[config.mk]
export PLATFORM = sky130hd
export DESIGN_NAME = timer_slot_allocator_period_calc
export DESIGN_NICKNAME = d
export VERILOG_FILES = /design/src/hdl/tsa_pkg.sv /design/src/hdl/tsa_div.sv /design/src/hdl/timer_slot_allocator_period_calc.sv
export SDC_FILE = /design/constraint.sdc
export NUM_CORES = 1
export LEC_CHECK = 0
export BUFFER_PORTS_ARGS = -buffer_cell sky130_fd_sc_hd__buf_2
export CAP_MARGIN = 20
export CORE_MARGIN = 2
export CORE_UTILIZATION = 35
export CTS_CLUSTER_SIZE = 30
export DETAILED_ROUTE_END_ITERATION = 8
export GPL_ROUTABILITY_DRIVEN = 0
export PLACE_DENSITY = 0.6
export SYNTH_ARGS = -nofsm -noshare
export SYNTH_HDL_FRONTEND = slang
export SYNTH_SLANG_ARGS = --single-unit
[constraint.sdc]
create_clock -name clk -period 11 [get_ports clk]
set_input_delay 1.1 -clock clk [delete_from_list [all_inputs] [get_ports clk]]
set_output_delay 1.1 -clock clk [all_outputs]
set_load 0.005 [all_outputs]
[src/hdl/tsa_pkg.sv]
package tsa_pkg;

  localparam int TIMER_COUNT_DEFAULT = 8;
  localparam int MAX_TIMERS = 16;
  localparam int SLOT_W = 4;
  localparam int DIV_W = 20;

  localparam logic [DIV_W-1:0] US_PER_SECOND = 20'd1000000;
  localparam logic [DIV_W-1:0] US_PER_MS = 20'd1000;
  localparam logic [DIV_W-1:0] MAX_FREQUENCY_RESET = 20'd1000000;

  typedef enum logic [1:0] {
    OP_CLAIM   = 2'd0,
    OP_UNCLAIM = 2'd1,
    OP_START   = 2'd2,
    OP_CANCEL  = 2'd3
  } op_t;

  localparam logic [1:0] RATE_EXACT = 2'd0;
  localparam logic [1:0] RATE_OFF = 2'd1;
  localparam logic [1:0] RATE_FAILED = 2'd2;

endpackage

[src/hdl/tsa_div.sv]
module tsa_div #(
  parameter int WIDTH = 20
) (
  input  logic             clk,
  input  logic             rst,
  input  logic             start,
  input  logic [WIDTH-1:0] dividend,
  input  logic [WIDTH-1:0] divisor,
  output logic             done,
  output logic [WIDTH-1:0] quotient,
  output logic [WIDTH-1:0] remainder
);

  localparam int CNT_W = $clog2(WIDTH);

  logic             busy;
  logic [CNT_W-1:0] count;
  logic [WIDTH-1:0] dvs;
  logic [WIDTH:0]   trial;
  logic [WIDTH:0]   diff;
  logic             ge;

  assign trial = {remainder, quotient[WIDTH-1]};
  assign diff = trial - {1'b0, dvs};
  assign ge = trial >= {1'b0, dvs};

  always_ff @(posedge clk) begin
    if (rst) begin
      busy <= 1'b0;
      done <= 1'b0;
      count <= '0;
    end else begin
      done <= 1'b0;
      if (start) begin
        busy <= 1'b1;
        count <= '0;
      end else if (busy) begin
        count <= count + 1'b1;
        if (count == CNT_W'(WIDTH - 1)) begin
          busy <= 1'b0;
          done <= 1'b1;
        end
      end
    end
  end

  always_ff @(posedge clk) begin
    if (start) begin
      quotient <= dividend;
      remainder <= '0;
      dvs <= divisor;
    end else if (busy) begin
      remainder <= ge ? diff[WIDTH-1:0] : trial[WIDTH-1:0];
      quotient <= {quotient[WIDTH-2:0], ge};
    end
  end

endmodule

[src/hdl/timer_slot_allocator_period_calc.sv]
// Timer slot allocator with repeat period calculation.
// The input channel (in_valid, in_stall) carries one request: claim, unclaim,
// start or cancel, with a timer index and a frequency in hertz. The output
// channel (out_valid, out_stall) returns exactly one result per request,
// with the outcome, the chosen slot, the period, the achieved frequency and
// both bitmaps after the request. The user must write max_frequency through
// cfg_write_en and cfg_write_data only while the block is idle; the block
// itself does not enforce this. A claim, unclaim, cancel or a start that
// fails its frequency check goes from transfer to the finish state and is
// then loaded. A start with a legal frequency first makes two passes of one
// shared 20-bit restoring divider, for the period and the achieved
// frequency, then finishes and is loaded. The millisecond period comes from
// a reciprocal multiplication while the second pass runs. One request is in
// work at a time; in_stall is high until the result is loaded.
// The result register holds its value while out_stall is high, and the next
// request may be transferred while it waits, but its result is not loaded
// until the previous one has been taken.
// Synchronous reset clears both bitmaps, restores max_frequency to 1000000
// and empties the output register.
module timer_slot_allocator_period_calc #(
  parameter int TIMER_COUNT = tsa_pkg::TIMER_COUNT_DEFAULT
) (
  input  logic        clk,
  input  logic        rst,
  input  logic        cfg_write_en,
  input  logic [19:0] cfg_write_data,
  input  logic        in_valid,
  output logic        in_stall,
  input  logic [1:0]  operation,
  input  logic [2:0]  timer_index,
  input  logic        index_valid,
  input  logic [19:0] frequency_hz,
  output logic        out_valid,
  input  logic        out_stall,
  output logic        success,
  output logic [2:0]  chosen_index,
  output logic        chosen_valid,
  output logic [1:0]  rate_status,
  output logic        millisecond_scale,
  output logic [19:0] period_ticks,
  output logic [19:0] actual_frequency,
  output logic [7:0]  started_map,
  output logic [7:0]  claimed_map
);

  import tsa_pkg::*;

  localparam logic [MAX_TIMERS-1:0] SLOT_MASK =
    MAX_TIMERS'((33'(1) << TIMER_COUNT) - 33'(1));

  // Multiplying by ceil(2^30 / 1000) and dropping 30 bits gives the exact
  // quotient by 1000 for every 20-bit period.
  localparam logic [20:0] MS_RECIPROCAL = 21'd1073742;

  typedef enum logic [3:0] {
    S_IDLE     = 4'b0001,
    S_DIV_RATE = 4'b0010,
    S_DIV_ACT  = 4'b0100,
    S_FINISH   = 4'b1000
  } state_t;

  state_t state;
  state_t state_next;

  logic [DIV_W-1:0]       max_frequency;
  logic [TIMER_COUNT-1:0] started_bits;
  logic [TIMER_COUNT-1:0] claimed_bits;

  op_t              op;
  logic [2:0]       idx;
  logic             idx_ok;
  logic             freq_ok;
  logic [DIV_W-1:0] per_us;
  logic [DIV_W-1:0] actual_us;
  logic [DIV_W-1:0] ms_ticks;
  logic             rate_off;
  logic             ms_exact;
  logic [40:0]      ms_prod;

  logic             div_start;
  logic [DIV_W-1:0] div_dividend;
  logic [DIV_W-1:0] div_divisor;
  logic             div_done;
  logic [DIV_W-1:0] div_quotient;
  logic [DIV_W-1:0] div_remainder;

  logic                  accept;
  logic                  load;
  logic [MAX_TIMERS-1:0] started_pad;
  logic [MAX_TIMERS-1:0] claimed_pad;
  logic [MAX_TIMERS-1:0] avail;
  logic [SLOT_W-1:0]     free_idx;
  logic                  free_ok;
  logic [SLOT_W-1:0]     idx_wide;
  logic                  usable;
  logic [SLOT_W-1:0]     pick;
  logic                  pick_ok;
  logic                  use_ms;

  logic                  res_success;
  logic [SLOT_W-1:0]     res_chosen;
  logic                  res_chosen_valid;
  logic [1:0]            res_rate;
  logic                  res_ms;
  logic [DIV_W-1:0]      res_ticks;
  logic [DIV_W-1:0]      res_actual;
  logic [MAX_TIMERS-1:0] started_pad_next;
  logic [MAX_TIMERS-1:0] claimed_pad_next;

  tsa_div #(
    .WIDTH(DIV_W)
  ) u_div (
    .clk      (clk),
    .rst      (rst),
    .start    (div_start),
    .dividend (div_dividend),
    .divisor  (div_divisor),
    .done     (div_done),
    .quotient (div_quotient),
    .remainder(div_remainder)
  );

  assign in_stall = state != S_IDLE;
  assign accept = in_valid && !in_stall;
  assign load = (state == S_FINISH) && (!out_valid || !out_stall);
  assign ms_prod = per_us * MS_RECIPROCAL;

  always_comb begin
    state_next = state;
    div_start = 1'b0;
    div_dividend = US_PER_SECOND;
    div_divisor = frequency_hz;
    case (state)
      S_IDLE: begin
        if (accept) begin
          if (op_t'(operation) == OP_START && frequency_hz != '0 &&
              frequency_hz <= max_frequency && frequency_hz <= US_PER_SECOND) begin
            div_start = 1'b1;
            state_next = S_DIV_RATE;
          end else begin
            state_next = S_FINISH;
          end
        end
      end
      S_DIV_RATE: begin
        div_divisor = div_quotient;
        if (div_done) begin
          div_start = 1'b1;
          state_next = S_DIV_ACT;
        end
      end
      S_DIV_ACT: begin
        if (div_done) begin
          state_next = S_FINISH;
        end
      end
      S_FINISH: begin
        if (load) begin
          state_next = S_IDLE;
        end
      end
      default: begin
        state_next = S_IDLE;
      end
    endcase
  end

  always_ff @(posedge clk) begin
    if (accept) begin
      op <= op_t'(operation);
      idx <= timer_index;
      idx_ok <= index_valid;
      freq_ok <= frequency_hz != '0 && frequency_hz <= max_frequency &&
                 frequency_hz <= US_PER_SECOND;
    end
    if (state == S_DIV_RATE && div_done) begin
      per_us <= div_quotient;
      rate_off <= div_remainder != '0;
    end
    if (state == S_DIV_ACT) begin
      ms_ticks <= {9'd0, ms_prod[40:30]};
    end
    if (state == S_DIV_ACT && div_done) begin
      actual_us <= div_quotient;
      ms_exact <= (ms_ticks * US_PER_MS) == per_us;
    end
  end

  always_comb begin
    started_pad = MAX_TIMERS'(started_bits);
    claimed_pad = MAX_TIMERS'(claimed_bits);
    avail = ~started_pad & ~claimed_pad & SLOT_MASK;
    free_idx = '0;
    free_ok = 1'b0;
    for (int i = MAX_TIMERS - 1; i >= 0; i--) begin
      if (avail[i]) begin
        free_idx = SLOT_W'(i);
        free_ok = 1'b1;
      end
    end
    idx_wide = SLOT_W'(idx);
    usable = idx_ok && (32'(idx) < TIMER_COUNT);
    if (!usable || (!claimed_pad[idx_wide] && started_pad[idx_wide])) begin
      pick = free_idx;
      pick_ok = free_ok;
    end else begin
      pick = idx_wide;
      pick_ok = 1'b1;
    end
    use_ms = !rate_off && ms_exact;

    res_success = 1'b0;
    res_chosen = '0;
    res_chosen_valid = 1'b0;
    res_rate = RATE_EXACT;
    res_ms = 1'b0;
    res_ticks = '0;
    res_actual = '0;
    started_pad_next = started_pad;
    claimed_pad_next = claimed_pad;
    case (op)
      OP_CLAIM: begin
        if (free_ok) begin
          claimed_pad_next[free_idx] = 1'b1;
          res_success = 1'b1;
          res_chosen = free_idx;
          res_chosen_valid = 1'b1;
        end
      end
      OP_UNCLAIM: begin
        if (usable && claimed_pad[idx_wide]) begin
          claimed_pad_next[idx_wide] = 1'b0;
          res_success = 1'b1;
        end
      end
      OP_CANCEL: begin
        if (usable && started_pad[idx_wide]) begin
          started_pad_next[idx_wide] = 1'b0;
          res_success = 1'b1;
        end
      end
      OP_START: begin
        res_rate = RATE_FAILED;
        if (freq_ok && pick_ok && !started_pad[pick]) begin
          started_pad_next[pick] = 1'b1;
          res_success = 1'b1;
          res_chosen = pick;
          res_chosen_valid = 1'b1;
          res_rate = rate_off ? RATE_OFF : RATE_EXACT;
          res_ms = use_ms;
          res_ticks = use_ms ? ms_ticks : per_us;
          res_actual = actual_us;
        end
      end
      default: begin
        res_rate = RATE_EXACT;
      end
    endcase
  end

  always_ff @(posedge clk) begin
    if (rst) begin
      state <= S_IDLE;
      max_frequency <= MAX_FREQUENCY_RESET;
      started_bits <= '0;
      claimed_bits <= '0;
      out_valid <= 1'b0;
    end else begin
      state <= state_next;
      if (cfg_write_en) begin
        max_frequency <= cfg_write_data;
      end
      if (load) begin
        started_bits <= started_pad_next[TIMER_COUNT-1:0];
        claimed_bits <= claimed_pad_next[TIMER_COUNT-1:0];
        out_valid <= 1'b1;
      end else if (!out_stall) begin
        out_valid <= 1'b0;
      end
    end
  end

  always_ff @(posedge clk) begin
    if (load) begin
      success <= res_success;
      chosen_index <= res_chosen[2:0];
      chosen_valid <= res_chosen_valid;
      rate_status <= res_rate;
      millisecond_scale <= res_ms;
      period_ticks <= res_ticks;
      actual_frequency <= res_actual;
      started_map <= started_pad_next[7:0];
      claimed_map <= claimed_pad_next[7:0];
    end
  end

  a_maps_change_on_load: assert property (@(posedge clk) disable iff (rst)
    (state != S_FINISH) |=> ($stable(started_bits) && $stable(claimed_bits)))
    else $error("Timer bitmaps changed outside the result load.");

  a_div_done_in_div_state: assert property (@(posedge clk) disable iff (rst)
    div_done |-> (state == S_DIV_RATE || state == S_DIV_ACT))
    else $error("Divider finished while no division was expected.");

  a_finish_loads_empty_output: assert property (@(posedge clk) disable iff (rst)
    ((state == S_FINISH) && !out_valid) |=> (out_valid && state == S_IDLE))
    else $error("Finished request was not loaded into an empty output register.");

  a_ms_scale_needs_success: assert property (@(posedge clk) disable iff (rst)
    (out_valid && millisecond_scale) |-> (success && rate_status == RATE_EXACT))
    else $error("Millisecond scale reported for an inexact or failed start.");

endmodule

# ---- Word level (Yosys, flattened, before mapping)
# Index checks and enable logic that the tools add are counted.
dict set report totals {
  regBits 232
  in_bits 51
  out_inout_bits 66
}
dict set report op_classes {
  n_addsub 2
  n_mul 2
  magnitude_cmp 9
  eq_ne 16
  mux 66
  bitwise_logic 10
  n_reduce_logical 35
}
# cell count
set op_table {}
lappend op_table {{4-bit two-way mux} 13}
lappend op_table {{20-bit by 20-bit multiplier with 40-bit output, second input constant} 1}
lappend op_table {{20-bit two-way mux} 2}
lappend op_table {{20-bit nonzero test} 2}
lappend op_table {{8-bit two-way mux} 4}
lappend op_table {{8-bit case mux with 2 select lines} 2}
lappend op_table {{1-bit two-way mux} 29}
lappend op_table {{8-bit AND} 3}
lappend op_table {{8-bit inverter} 3}
lappend op_table {{21-bit by 20-bit greater-or-equal comparator with 1-bit output} 1}
lappend op_table {{20-bit == test} 1}
lappend op_table {{20-bit less-or-equal comparator} 1}
lappend op_table {{20-bit less-or-equal comparator, second input constant} 1}
lappend op_table {{20-bit subtractor} 1}
lappend op_table {{1-bit logical AND} 18}
lappend op_table {{11-bit by 7-bit multiplier with 17-bit output, second input constant} 1}
lappend op_table {{8-bit bitwise OR} 2}
lappend op_table {{4-bit case mux with 4 select lines} 1}
lappend op_table {{11-bit two-way mux} 1}
lappend op_table {{4-bit by 5-bit < comparator with 1-bit output, second input constant} 2}
lappend op_table {{3-bit two-way mux} 3}
lappend op_table {{1-bit demux with 4-bit select} 2}
lappend op_table {{4-bit by 1-bit greater-or-equal comparator with 1-bit output, second input constant} 2}
lappend op_table {{1-bit zero test} 7}
lappend op_table {{other kinds (27)} 37}

# ---- Longest topological paths before layout
# Gate-level depths: netlist of the first run.
dict set report logic_depth {
  depth_word 18
  depth_mapped 21
  depth_no_buf 21
}

# ---- By module
# From an unflattened synthesis of the first run, not the netlist that was laid out.
dict set report unflattened {
  cells_unflattened 1738
  hier_area_um2 18340.1
}
# module instances cells_each area_per_inst_um2
set by_module_without_submodules {}
lappend by_module_without_submodules {timer_slot_allocator_period_calc 1 1375 14584.0}
lappend by_module_without_submodules {tsa_div 1 363 3756.1}

# ---- Worst setup path after synthesis of the first run
# No wires, ideal clock.
dict set report synth_timing {
  path_kind {flip-flop to flip-flop}
  startpoint {reg per_us[4]}
  endpoint {reg ms_ticks[8], data pin}
  setup_time_ps 258
  t_arrival_ps 5398
  slack_ps 5344
  stages_incl_launch_ff 20
  path_buffers 0
  path_cell_list {edfxtp_1 ha_1 ha_1 fa_1 fa_1 fa_1 fa_1 inv_1 fa_1 inv_1 ha_1 nand2_1 o21ai_0 a32oi_1 a211oi_1 nor2_1 a2111oi_0 o21a_1 nor2_1 xnor2_1}
}
dict set report synth_via {
  elab_chain_cells 1
}
# element line
set synth_rtl {}
lappend synth_rtl {{from (decl)} timer_slot_allocator_period_calc.sv:73} ;# logic [DIV_W-1:0] per_us;
lappend synth_rtl {{from (signal assigned)} timer_slot_allocator_period_calc.sv:177} ;# per_us <= div_quotient;
lappend synth_rtl {{20-bit by 20-bit multiplier with 40-bit output} timer_slot_allocator_period_calc.sv:126} ;# assign ms_prod = per_us * MS_RECIPROCAL;
lappend synth_rtl {{via ms_prod[38]} timer_slot_allocator_period_calc.sv:78} ;# logic [40:0] ms_prod;
lappend synth_rtl {{to (signal assigned)} timer_slot_allocator_period_calc.sv:181} ;# ms_ticks <= {9'd0, ms_prod[40:30]};
lappend synth_rtl {{to (decl)} timer_slot_allocator_period_calc.sv:75} ;# logic [DIV_W-1:0] ms_ticks;
# The timed path passes the listed nets, and every way through them passes these cells.
# A chain may end at the register's enable or synchronous reset.

# ---- Final worst setup path of the first run
dict set report layout_timing {
  startpoint {reg per_us[6]}
  endpoint {reg ms_ticks[8], data pin}
}
# The elaborated chain is that of the path after synthesis.

==> results by group, run 1 <==
CTS
  • Number of H-tree levels: 1
  • Hold-fix buffers at CTS: 0
  • TritonCTS clock tree: built
  • Clock Latency Late Sink: 0.56 ns
  • CTS Buf Count: 25
  • CTS-repair resized insts: 0
  • Postcts setup bufs: 0
  • Max clock buf depth: 3
  • CTS root buf: clkbuf_16
  • CTS sink count: 232
  • Clock transition at path regs: 0.06 ns

Logic synthesis
  • Synth Cell Area: 18000 um2
  • Most common cell in the synthesized netlist: inv_1
  • Netlist cell types: 76
  • Asr flop ratio synth: 0
  • Dominant cells by area after synthesis: edfxtp_1, ha_1, fa_1
  • Prevailing post-synth register cell: edfxtp_1
  • Top post-synthesis cells by count: inv_1, ha_1, edfxtp_1
  • Post-synthesis register bit count: 232
  • Synth Area per Inst: 10.4 um2
  • Post-synth EDFFs: 144
  • Post-Syn Nets: 2155
  • Leading area contributor after synthesis: edfxtp_1
  • Share of the synthesized area in the top cell type: 0.241
  • Sequential share of the synthesized area: 0.339
  • Cells after Synth: 1734
  • Yosys warnings: 0

Setup path
  • Critical Path Max Stage Delay: 0.72 ns
  • Nature of the critical path startpoint: flip-flop
  • R2R depth: 21
  • Worst EP arrival: 6.58 ns
  • CP endpoint kind: flip-flop
  • CP Max Fanout: 8
  • CP required: 11.30 ns
  • Critical path buffers and inverters: 4
  • Stages on worst setup path: 21
  • Crit path max-delay family: adder cells
  • Setup CP Type: reg2reg
  • CP cell instances: ha_1 > ha_1 > inv_1 > fa_1 > inv_1 > ha_1 > fa_1 > fa_1 > inv_1 > fa_1 > inv_1 > ha_1 > nand2_1 > o21ai_0 > a32oi_1 > a211oi_1 > nor2_1 > a2111oi_0 > o21a_1 > nor2_1 > xnor2_1
  • Slowest CP cell: a2111oi_0

Route
  • Routed Antenna Nets: 0
  • Starting DRT DRC Count: 934
  • Via count: 12904
  • WL final: 45.4 mm
  • Pre-Repair DR Iteration Count: 6
  • Wire per inst: 17.9 um
  • Via density: 5.09
  • DRC errors left: 0

Power
  • PwrDens: 133 nW/um2
  • Reg power frac: 0.426
  • Psw: 0.000843 W
  • Int Pwr: 0.00184 W
  • Lkg Pwr: 9.09 nW
  • Worst vdd ir: 0.112 mV
  • Combinational share of power: 0.231
  • Switch share: 0.314
  • Total power: 0.00269 W
  • Clock power share: 0.342

GRT
  • Initial antenna violation count: 0
  • Vias in the first global route: 12910
  • First-pass GRT wire length: 71.7 mm
  • GRT Overall Usage: 0.171
  • GRT overflow: 0
  • Largest net degree at the start of global routing: 74

Die
  • Total die area: 53100 um2
  • Rows: 83
  • Core Area: 51000 um2
  • Initial Util: 0.352
  • Top Ports: 117
  • Die Y: 231 um
  • Die width: 231 um

Hold path
  • Class of the worst hold path: reg2reg
  • Hold depth: 2

STA
  • # setup viols final: 0
  • Final period util: 0.572
  • RSZ-0062 raised after global routing: false
  • Fin. Hold Viols: 0
  • Final WS setup: 4.71 ns
  • Peak Freq: 159 MHz
  • Slew margin rel.: 0.258
  • Worst-Margin Slew: 1.11 ns
  • Final TNS setup: 0 ns
  • Final Max Slew Viols: 0
  • Clock skew: 0.0221 ns
  • Minimum clock period: 6.29 ns

Finish
  • Share of cells above drive strength 1: 0.115
  • Fin area: 20200 um2
  • Final Util: 0.396
  • Diode count: 0
  • Final net count: 2259
  • P&R area growth vs syn: 12.4%

Placement
  • Post-DP HPWL: 35.3 mm
  • Placed inst area: 19300 um2
  • Setup WS pre-CTS: 4.77 ns
  • IO buf count: 116

Flow run
  • Max-cap violation count: 0

Outcome
  • Status: completed
-- power by group through the flow --
stage	Combinational, W	Clock, W	Sequential, W
6_report	0.000622	0.000920	0.00115
2_1_floorplan	0.000499	0	0.00110
4_1_cts	0.000619	0.000940	0.00114
3_3_place_gp	0.000605	0	0.00116
3_5_place_dp	0.000614	0	0.00116
5_1_grt	0.000706	0.000973	0.00116
-- worst reg2reg max path, cell delays in order, from the launching register on --
cell,delay (ns)
edfxtp_1,0.59
ha_1,0.38
ha_1,0.13
inv_1,0.08
fa_1,0.54
inv_1,0.04
ha_1,0.32
fa_1,0.53
fa_1,0.54
inv_1,0.05
fa_1,0.50
inv_1,0.04
ha_1,0.26
nand2_1,0.08
o21ai_0,0.24
a32oi_1,0.16
a211oi_1,0.38
nor2_1,0.08
a2111oi_0,0.72
o21a_1,0.18
nor2_1,0.05
xnor2_1,0.12
-- cell usage in the layout, fill, tap and decap left out, types with 47 or more instances in the layout --
| cell type | count |
|---|---|
| nor2_1 | 119 |
| buf_2 | 116 |
| edfxtp_1 | 144 |
| inv_1 | 289 |
| nand2_1 | 94 |
| ha_1 | 250 |
| mux2i_1 | 47 |
| fa_1 | 120 |
| dfxtp_1 | 87 |
| a21oi_1 | 85 |
-- final cells by class --
type                    instances  area (um2)
fillers                      4937       30800
well taps                     680         851
clock buffers                  30         654
repair buffers                125         668
inverters                     290        1090
multi-input cells            1164       10600
clock inverters                16         231
flip-flops and latches        232        6090
-- routing by layer --
metal | part of all wire | track usage
met5 | 0 | 0
met4 | 0.026 | 0.0446
met3 | 0.062 | 0.0242
met2 | 0.46 | 0.279
met1 | 0.45 | 0.239
-- state kept, by name, indices dropped and copies added (netlist names), 11 cells and up --
name,count
actual_frequency,20
actual_us,20
max_frequency,20
ms_ticks,11
per_us,20
period_ticks,20
u_div.dvs,20
u_div.quotient,20
u_div.remainder,20
-- final timing paths --
check | startpoint | to | slack [ns]
setup / recovery | per_us[6]$_DFFE_PP_ | ms_ticks[8]$_DFFE_PN_ | 4.71
hold / removal | max_frequency[17]$_SDFFE_PP1P_ | max_frequency[17]$_SDFFE_PP1P_ | 0.49
setup reg to reg | per_us[6]$_DFFE_PP_ | ms_ticks[8]$_DFFE_PN_ | 4.71
hold reg to reg | max_frequency[17]$_SDFFE_PP1P_ | max_frequency[17]$_SDFFE_PP1P_ | 0.49
-- stage by stage --
stage	hold slack [ns]	instances
6_report	0.489	2537
5_1_grt	0.523	2537
4_1_cts	0.494	2536
3_5_place_dp	0.482	2490
3_3_place_gp	0.478	2490
2_1_floorplan	0.442	1734
-- logic make-up (layout without fill, tap and decap cells) --
kind of cell    Yosys count  count (layout)  synth area share
buf+inv                 338             461            0.0729
simple gates            390             390             0.106
flops                   232             232             0.339
mux                      71              71            0.0420
compound gates          279             279             0.106
fa+ha+maj               370             370             0.308
xor+xnor                 54              54            0.0263
Power figures use the tool's default switching activity.
==> inputs of run 2 (changes only) <==
Clock period 11 ns to 6 ns, I/O delays scaled along.
==> run 2 against run 1 <==
Against the previous run:
- utilization is 0.69 points higher
- sequential cell count unchanged
- via count increased by 1.2%
- clock skew decreased by 0.0057 ns
- critical path type unchanged
- highest routed layer unchanged
- non-clock buffer count up 39
- die area unchanged
- largest power group unchanged
==> results by group, run 2 (synthesis gave the netlist of run 1 again) <==
Die
  • Total die area: 53100 um2
  • Die width: 231 um
  • Die Y: 231 um
  • Top Ports: 117
  • Initial Util: 0.352
  • Rows: 83
  • Core Area: 51000 um2

STA
  • Final TNS setup: 0 ns
  • Minimum clock period: 5.78 ns
  • Slew margin rel.: 0.222
  • Fin. Hold Viols: 0
  • Peak Freq: 173 MHz
  • RSZ-0062 raised after global routing: false
  • Final period util: 0.963
  • Clock skew: 0.0164 ns
  • # setup viols final: 0
  • Worst-Margin Slew: 1.17 ns
  • Final Max Slew Viols: 0

Setup path
  • R2R depth: 22
  • Worst reg2reg setup slack: 0.22 ns
  • Critical path origin: per_us[8]$_DFFE_PP_
  • CP Max Fanout: 5
  • CP endpoint kind: flip-flop
  • Worst EP arrival: 6.07 ns
  • R2R Path End: ms_ticks[8]$_DFFE_PN_
  • CP required: 6.30 ns
  • Nature of the critical path startpoint: flip-flop
  • R2r startpoint: per_us[8]$_DFFE_PP_
  • Crit path to: ms_ticks[8]$_DFFE_PN_
  • Setup CP Type: reg2reg

GRT
  • GRT overflow: 0
  • First-pass GRT wire length: 72.8 mm
  • Largest net degree at the start of global routing: 74
  • Initial antenna violation count: 0
  • Vias in the first global route: 13326
  • GRT Overall Usage: 0.173

Finish
  • Most frequent cells in the layout: inv_1, ha_1, edfxtp_1, nor2_1, fa_1
  • Diode count: 0
  • Multi-input gate area: 10700 um2
  • Share of cells above drive strength 1: 0.145
  • Final net count: 2298
  • Storage cell area: 6090 um2
  • Fill cells: 4931
  • P&R area growth vs syn: 14.3%
  • Commonest non-fill, non-tap cell in the layout: inv_1
  • Fin area: 20500 um2

Route
  • Via count: 13062
  • DRC errors left: 0
  • WL final: 45.9 mm
  • Via density: 5.07
  • Routed Antenna Nets: 0
  • Wire per inst: 17.8 um
  • Pre-Repair DR Iteration Count: 5
  • Starting DRT DRC Count: 845

CTS
  • Clock Latency Late Sink: 0.55 ns
  • Number of H-tree levels: 1
  • CTS sink count: 232
  • TritonCTS clock tree: built
  • CTS root buf: clkbuf_16
  • Max clock buf depth: 3
  • CTS Buf Count: 25
  • Clock transition at path regs: 0.06 ns

Power
  • PwrDens: 231 nW/um2
  • Lkg Pwr: 9.24 nW
  • Worst vdd ir: 0.246 mV

Placement
  • Post-DP HPWL: 36.0 mm
  • Placed inst area: 19500 um2
  • IO buf count: 116

Hold path
  • Worst hold start: timer_index[1]
  • Class of the worst hold path: in2reg

Outcome
  • Status: completed

Flow run
  • Max-cap violation count: 0
-- run 2: cell types whose count changed in the layout (fill, tap and decap cells not counted), moves of 4 or more --
cell | before | now
buf_4 | 8 | 46
ha_1 | 250 | 241
clkbuf_1 | 4 | 9
ha_2 | 0 | 5
bufinv_16 | 5 | 1
ha_4 | 0 | 4
o21ai_0 | 33 | 29
-- run 2: worst max-delay path, cell delays in order (launching register included) --
cell and delay [ns]:
edfxtp_1 0.51, buf_4 0.23, ha_1 0.29, inv_1 0.05
fa_2 0.37, fa_1 0.49, inv_1 0.05, fa_1 0.46
fa_1 0.55, inv_1 0.06, fa_1 0.51, inv_1 0.04
ha_1 0.28, nand4_1 0.13, nor2_2 0.15, a32oi_2 0.10
a211oi_4 0.32, nor2_1 0.12, a2111oi_2 0.36, buf_4 0.17
o21a_1 0.10, nor2_1 0.04, xnor2_1 0.12
-- run 2: per-stage QoR --
stage / utilization / total power, W / instances / setup WS, ns / hold WS, ns
final: 0.403 / 0.00475 / 2575 / 0.224 / 0.225
after global routing: 0.403 / 0.00501 / 2575 / 0.0165 / 0.200
after CTS: 0.398 / 0.00480 / 2561 / 0.0214 / 0.191
after floorplan: - / 0.00293 / 1734 / 0.344 / 0.442
after global placement: 0.382 / 0.00323 / 2515 / 0.0736 / 0.479
after detailed placement: 0.382 / 0.00326 / 2516 / -0.0186 / 0.478
-- run 2: cell type report --
type,instances,area share
Clock buffer,36,0.0340
Clock inverter,9,0.00475
Inverter,290,0.0530
Multi-Input combinational cell,1164,0.523
Sequential cell,232,0.297
Tap cell,680,0.0414
Timing Repair Buffer,164,0.0468
-- run 2: worst min-delay path by stage --
stage / to / slack [ns] / cells past startpoint
floorplan: actual_us[19]$_DFFE_PP_ / 0.44 / 0
global placement: max_frequency[13]$_SDFFE_PP0P_ / 0.48 / 2
detailed placement: max_frequency[18]$_SDFFE_PP1P_ / 0.48 / 2
CTS: idx[1]$_DFFE_PP_ / 0.19 / 1
global route: idx[1]$_DFFE_PP_ / 0.20 / 1
finish: idx[1]$_DFFE_PP_ / 0.22 / 1
-- run 2: layer usage --
metal	share of wire	track usage
met1	0.46	0.237
met4	0.033	0.0492
met5	0	0
met2	0.46	0.282
met3	0.051	0.0282
-- run 2: report_power, final --
part           switching [W]  internal, W  total, W
registers           0.000210      0.00188   0.00209
clock network       0.000655     0.000862   0.00152
logic               0.000646     0.000496   0.00114
-- run 2: what timing repair did --
item                                    4_1_cts  5_1_grt
cloned                                        0        0
hold buffers                                  0        0
pin swaps                                     0       22
endpoints found under the setup margin        2        8
resized for setup                             2       32
setup buffers                                 0       14
==> inputs of run 3 (changes only) <==
Settings changed: CTS_BUF_LIST from default to sky130_fd_sc_hd__clkbuf_8 sky130_fd_sc_hd__clkbuf_16.
==> run 3 against run 2 <==
Against the previous run:
- routed wire length about the same
- clock power about the same
- clock-buffer cell count down 9
- hold slack about the same
- utilization unchanged
- setup slack worse by 0.00060 ns
- non-clock buffer count unchanged
- largest cell class unchanged
- largest power group unchanged
==> results by group, run 3 (synthesis gave the netlist of run 1 again) <==
Die
  • Top Ports: 117
  • Rows: 83
  • Die Y: 231 um
  • Die width: 231 um
  • Core Area: 51000 um2
  • Initial Util: 0.352
  • Total die area: 53100 um2

CTS
  • Clock Latency Late Sink: 0.55 ns
  • CTS Buf Count: 25
  • CTS sink count: 232
  • CTS root buf: clkbuf_16
  • Number of H-tree levels: 1
  • Clock transition at path regs: 0.06 ns
  • Max clock buf depth: 3
  • TritonCTS clock tree: built

GRT
  • Initial antenna violation count: 0
  • GRT overflow: 0
  • Vias in the first global route: 13326
  • Largest net degree at the start of global routing: 74
  • First-pass GRT wire length: 72.8 mm
  • GRT Overall Usage: 0.173

Setup path
  • Critical path origin: per_us[8]$_DFFE_PP_
  • R2R Path End: ms_ticks[8]$_DFFE_PN_
  • Crit path to: ms_ticks[8]$_DFFE_PN_
  • Nature of the critical path startpoint: flip-flop
  • CP required: 6.30 ns
  • Worst reg2reg setup slack: 0.22 ns
  • R2R depth: 22
  • Worst EP arrival: 6.07 ns
  • R2r startpoint: per_us[8]$_DFFE_PP_
  • Setup CP Type: reg2reg
  • CP endpoint kind: flip-flop
  • CP Max Fanout: 5

STA
  • # setup viols final: 0
  • RSZ-0062 raised after global routing: false
  • Slew margin rel.: 0.221
  • Minimum clock period: 5.78 ns
  • Peak Freq: 173 MHz
  • Clock skew: 0.0165 ns
  • Fin. Hold Viols: 0
  • Final period util: 0.963
  • Final Max Slew Viols: 0
  • Final WS setup: 0.223 ns
  • Worst-Margin Slew: 1.17 ns

Power
  • Worst vdd ir: 0.246 mV
  • Lkg Pwr: 9.28 nW
  • Psw: 0.00151 W
  • Combinational share of power: 0.241
  • Int Pwr: 0.00322 W
  • Reg power frac: 0.442
  • Clock power share: 0.317
  • Switch share: 0.319
  • PwrDens: 231 nW/um2

Route
  • Wire per inst: 17.8 um
  • Routed Antenna Nets: 0
  • Via count: 13049
  • WL final: 45.9 mm
  • Via density: 5.07
  • DRC errors left: 0
  • Starting DRT DRC Count: 846
  • Pre-Repair DR Iteration Count: 5

Finish
  • Fill cells: 4931
  • Diode count: 0
  • P&R area growth vs syn: 14.3%
  • Commonest non-fill, non-tap cell in the layout: inv_1
  • Final Util: 0.403
  • Most frequent cells in the layout: inv_1, ha_1, edfxtp_1, nor2_1, fa_1
  • Share of cells above drive strength 1: 0.145
  • Final net count: 2298

Flow run
  • Max-cap violation count: 0

Placement
  • Setup WS pre-CTS: -0.0186 ns
  • Post-DP HPWL: 36.0 mm
  • IO buf count: 116

Outcome
  • Status: completed

Hold path
  • Class of the worst hold path: in2reg
## run 3: cell count changes in the layout (fill, tap and decap cells not counted), sizes merged
cell and change:
clkbuf -9, inv +9
## run 3: what timing repair did
item | 4_1_cts | 5_1_grt
gates resized for setup | 2 | 32
buffers inserted | 0 | 14
gates cloned | 0 | 0
endpoints found under the setup margin | 2 | 8
hold buffers | 0 | 0
pin swaps | 0 | 22
## run 3: how the worst min path moves through the flow
stage | end | slack, ns | cells after the start | from
finish | idx[1]$_DFFE_PP_ | 0.22 | 1 | timer_index[1]
floorplan | actual_us[19]$_DFFE_PP_ | 0.44 | 0 | u_div.quotient[19]$_SDFFE_PP1P_
detailed placement | max_frequency[18]$_SDFFE_PP1P_ | 0.48 | 2 | max_frequency[18]$_SDFFE_PP1P_
global route | idx[1]$_DFFE_PP_ | 0.20 | 1 | timer_index[1]
CTS | idx[1]$_DFFE_PP_ | 0.19 | 1 | timer_index[1]
global placement | max_frequency[13]$_SDFFE_PP0P_ | 0.48 | 2 | max_frequency[13]$_SDFFE_PP0P_
## run 3: power groups by stage
| stage | Clock (W) | Sequential, W | Combinational (W) |
|---|---|---|---|
| 4_1_cts | 0.00155 | 0.00209 | 0.00114 |
| 5_1_grt | 0.00161 | 0.00211 | 0.00128 |
| 3_3_place_gp | 0 | 0.00212 | 0.00111 |
| 3_5_place_dp | 0 | 0.00212 | 0.00113 |
| 6_report | 0.00150 | 0.00209 | 0.00114 |
| 2_1_floorplan | 0 | 0.00202 | 0.000914 |
## run 3: layout make-up
type | count | area (um2) | area share
Timing Repair Buffer | 164 | 961 | 0.0468
Clock inverter | 18 | 131 | 0.00640
Multi-Input combinational cell | 1164 | 10700 | 0.523
Tap cell | 680 | 851 | 0.0414
Sequential cell | 232 | 6090 | 0.297
Clock buffer | 27 | 664 | 0.0324
Inverter | 290 | 1090 | 0.0530
## run 3: worst max-delay path, cell delays in order (launching register included)
cell and delay [ns]:
edfxtp_1 0.51, buf_4 0.23, ha_1 0.29, inv_1 0.05
fa_2 0.37, fa_1 0.49, inv_1 0.05, fa_1 0.46
fa_1 0.55, inv_1 0.06, fa_1 0.51, inv_1 0.04
ha_1 0.28, nand4_1 0.13, nor2_2 0.15, a32oi_2 0.10
a211oi_4 0.32, nor2_1 0.12, a2111oi_2 0.36, buf_4 0.17
o21a_1 0.10, nor2_1 0.04, xnor2_1 0.12
## run 3: routing by layer
layer	track usage	share of wire	up-vias
li1	-	-	6270
met1	0.237	0.46	6371
met2	0.282	0.46	328
met3	0.0282	0.051	80
met4	0.0492	0.033	0
met5	0	0	-
## run 3: stage by stage
stage / hold slack [ns] / TNS [ns] / power, W / area, um2 / instances
3_5_place_dp: 0.478 / -0.0186 / 0.00326 / 19500 / 2516
2_1_floorplan: 0.442 / 0 / 0.00293 / 18000 / 1734
6_report: 0.225 / 0 / 0.00474 / 20500 / 2575
5_1_grt: 0.200 / 0 / 0.00500 / 20500 / 2575
3_3_place_gp: 0.479 / 0 / 0.00323 / 19500 / 2515
4_1_cts: 0.191 / 0 / 0.00478 / 20300 / 2561
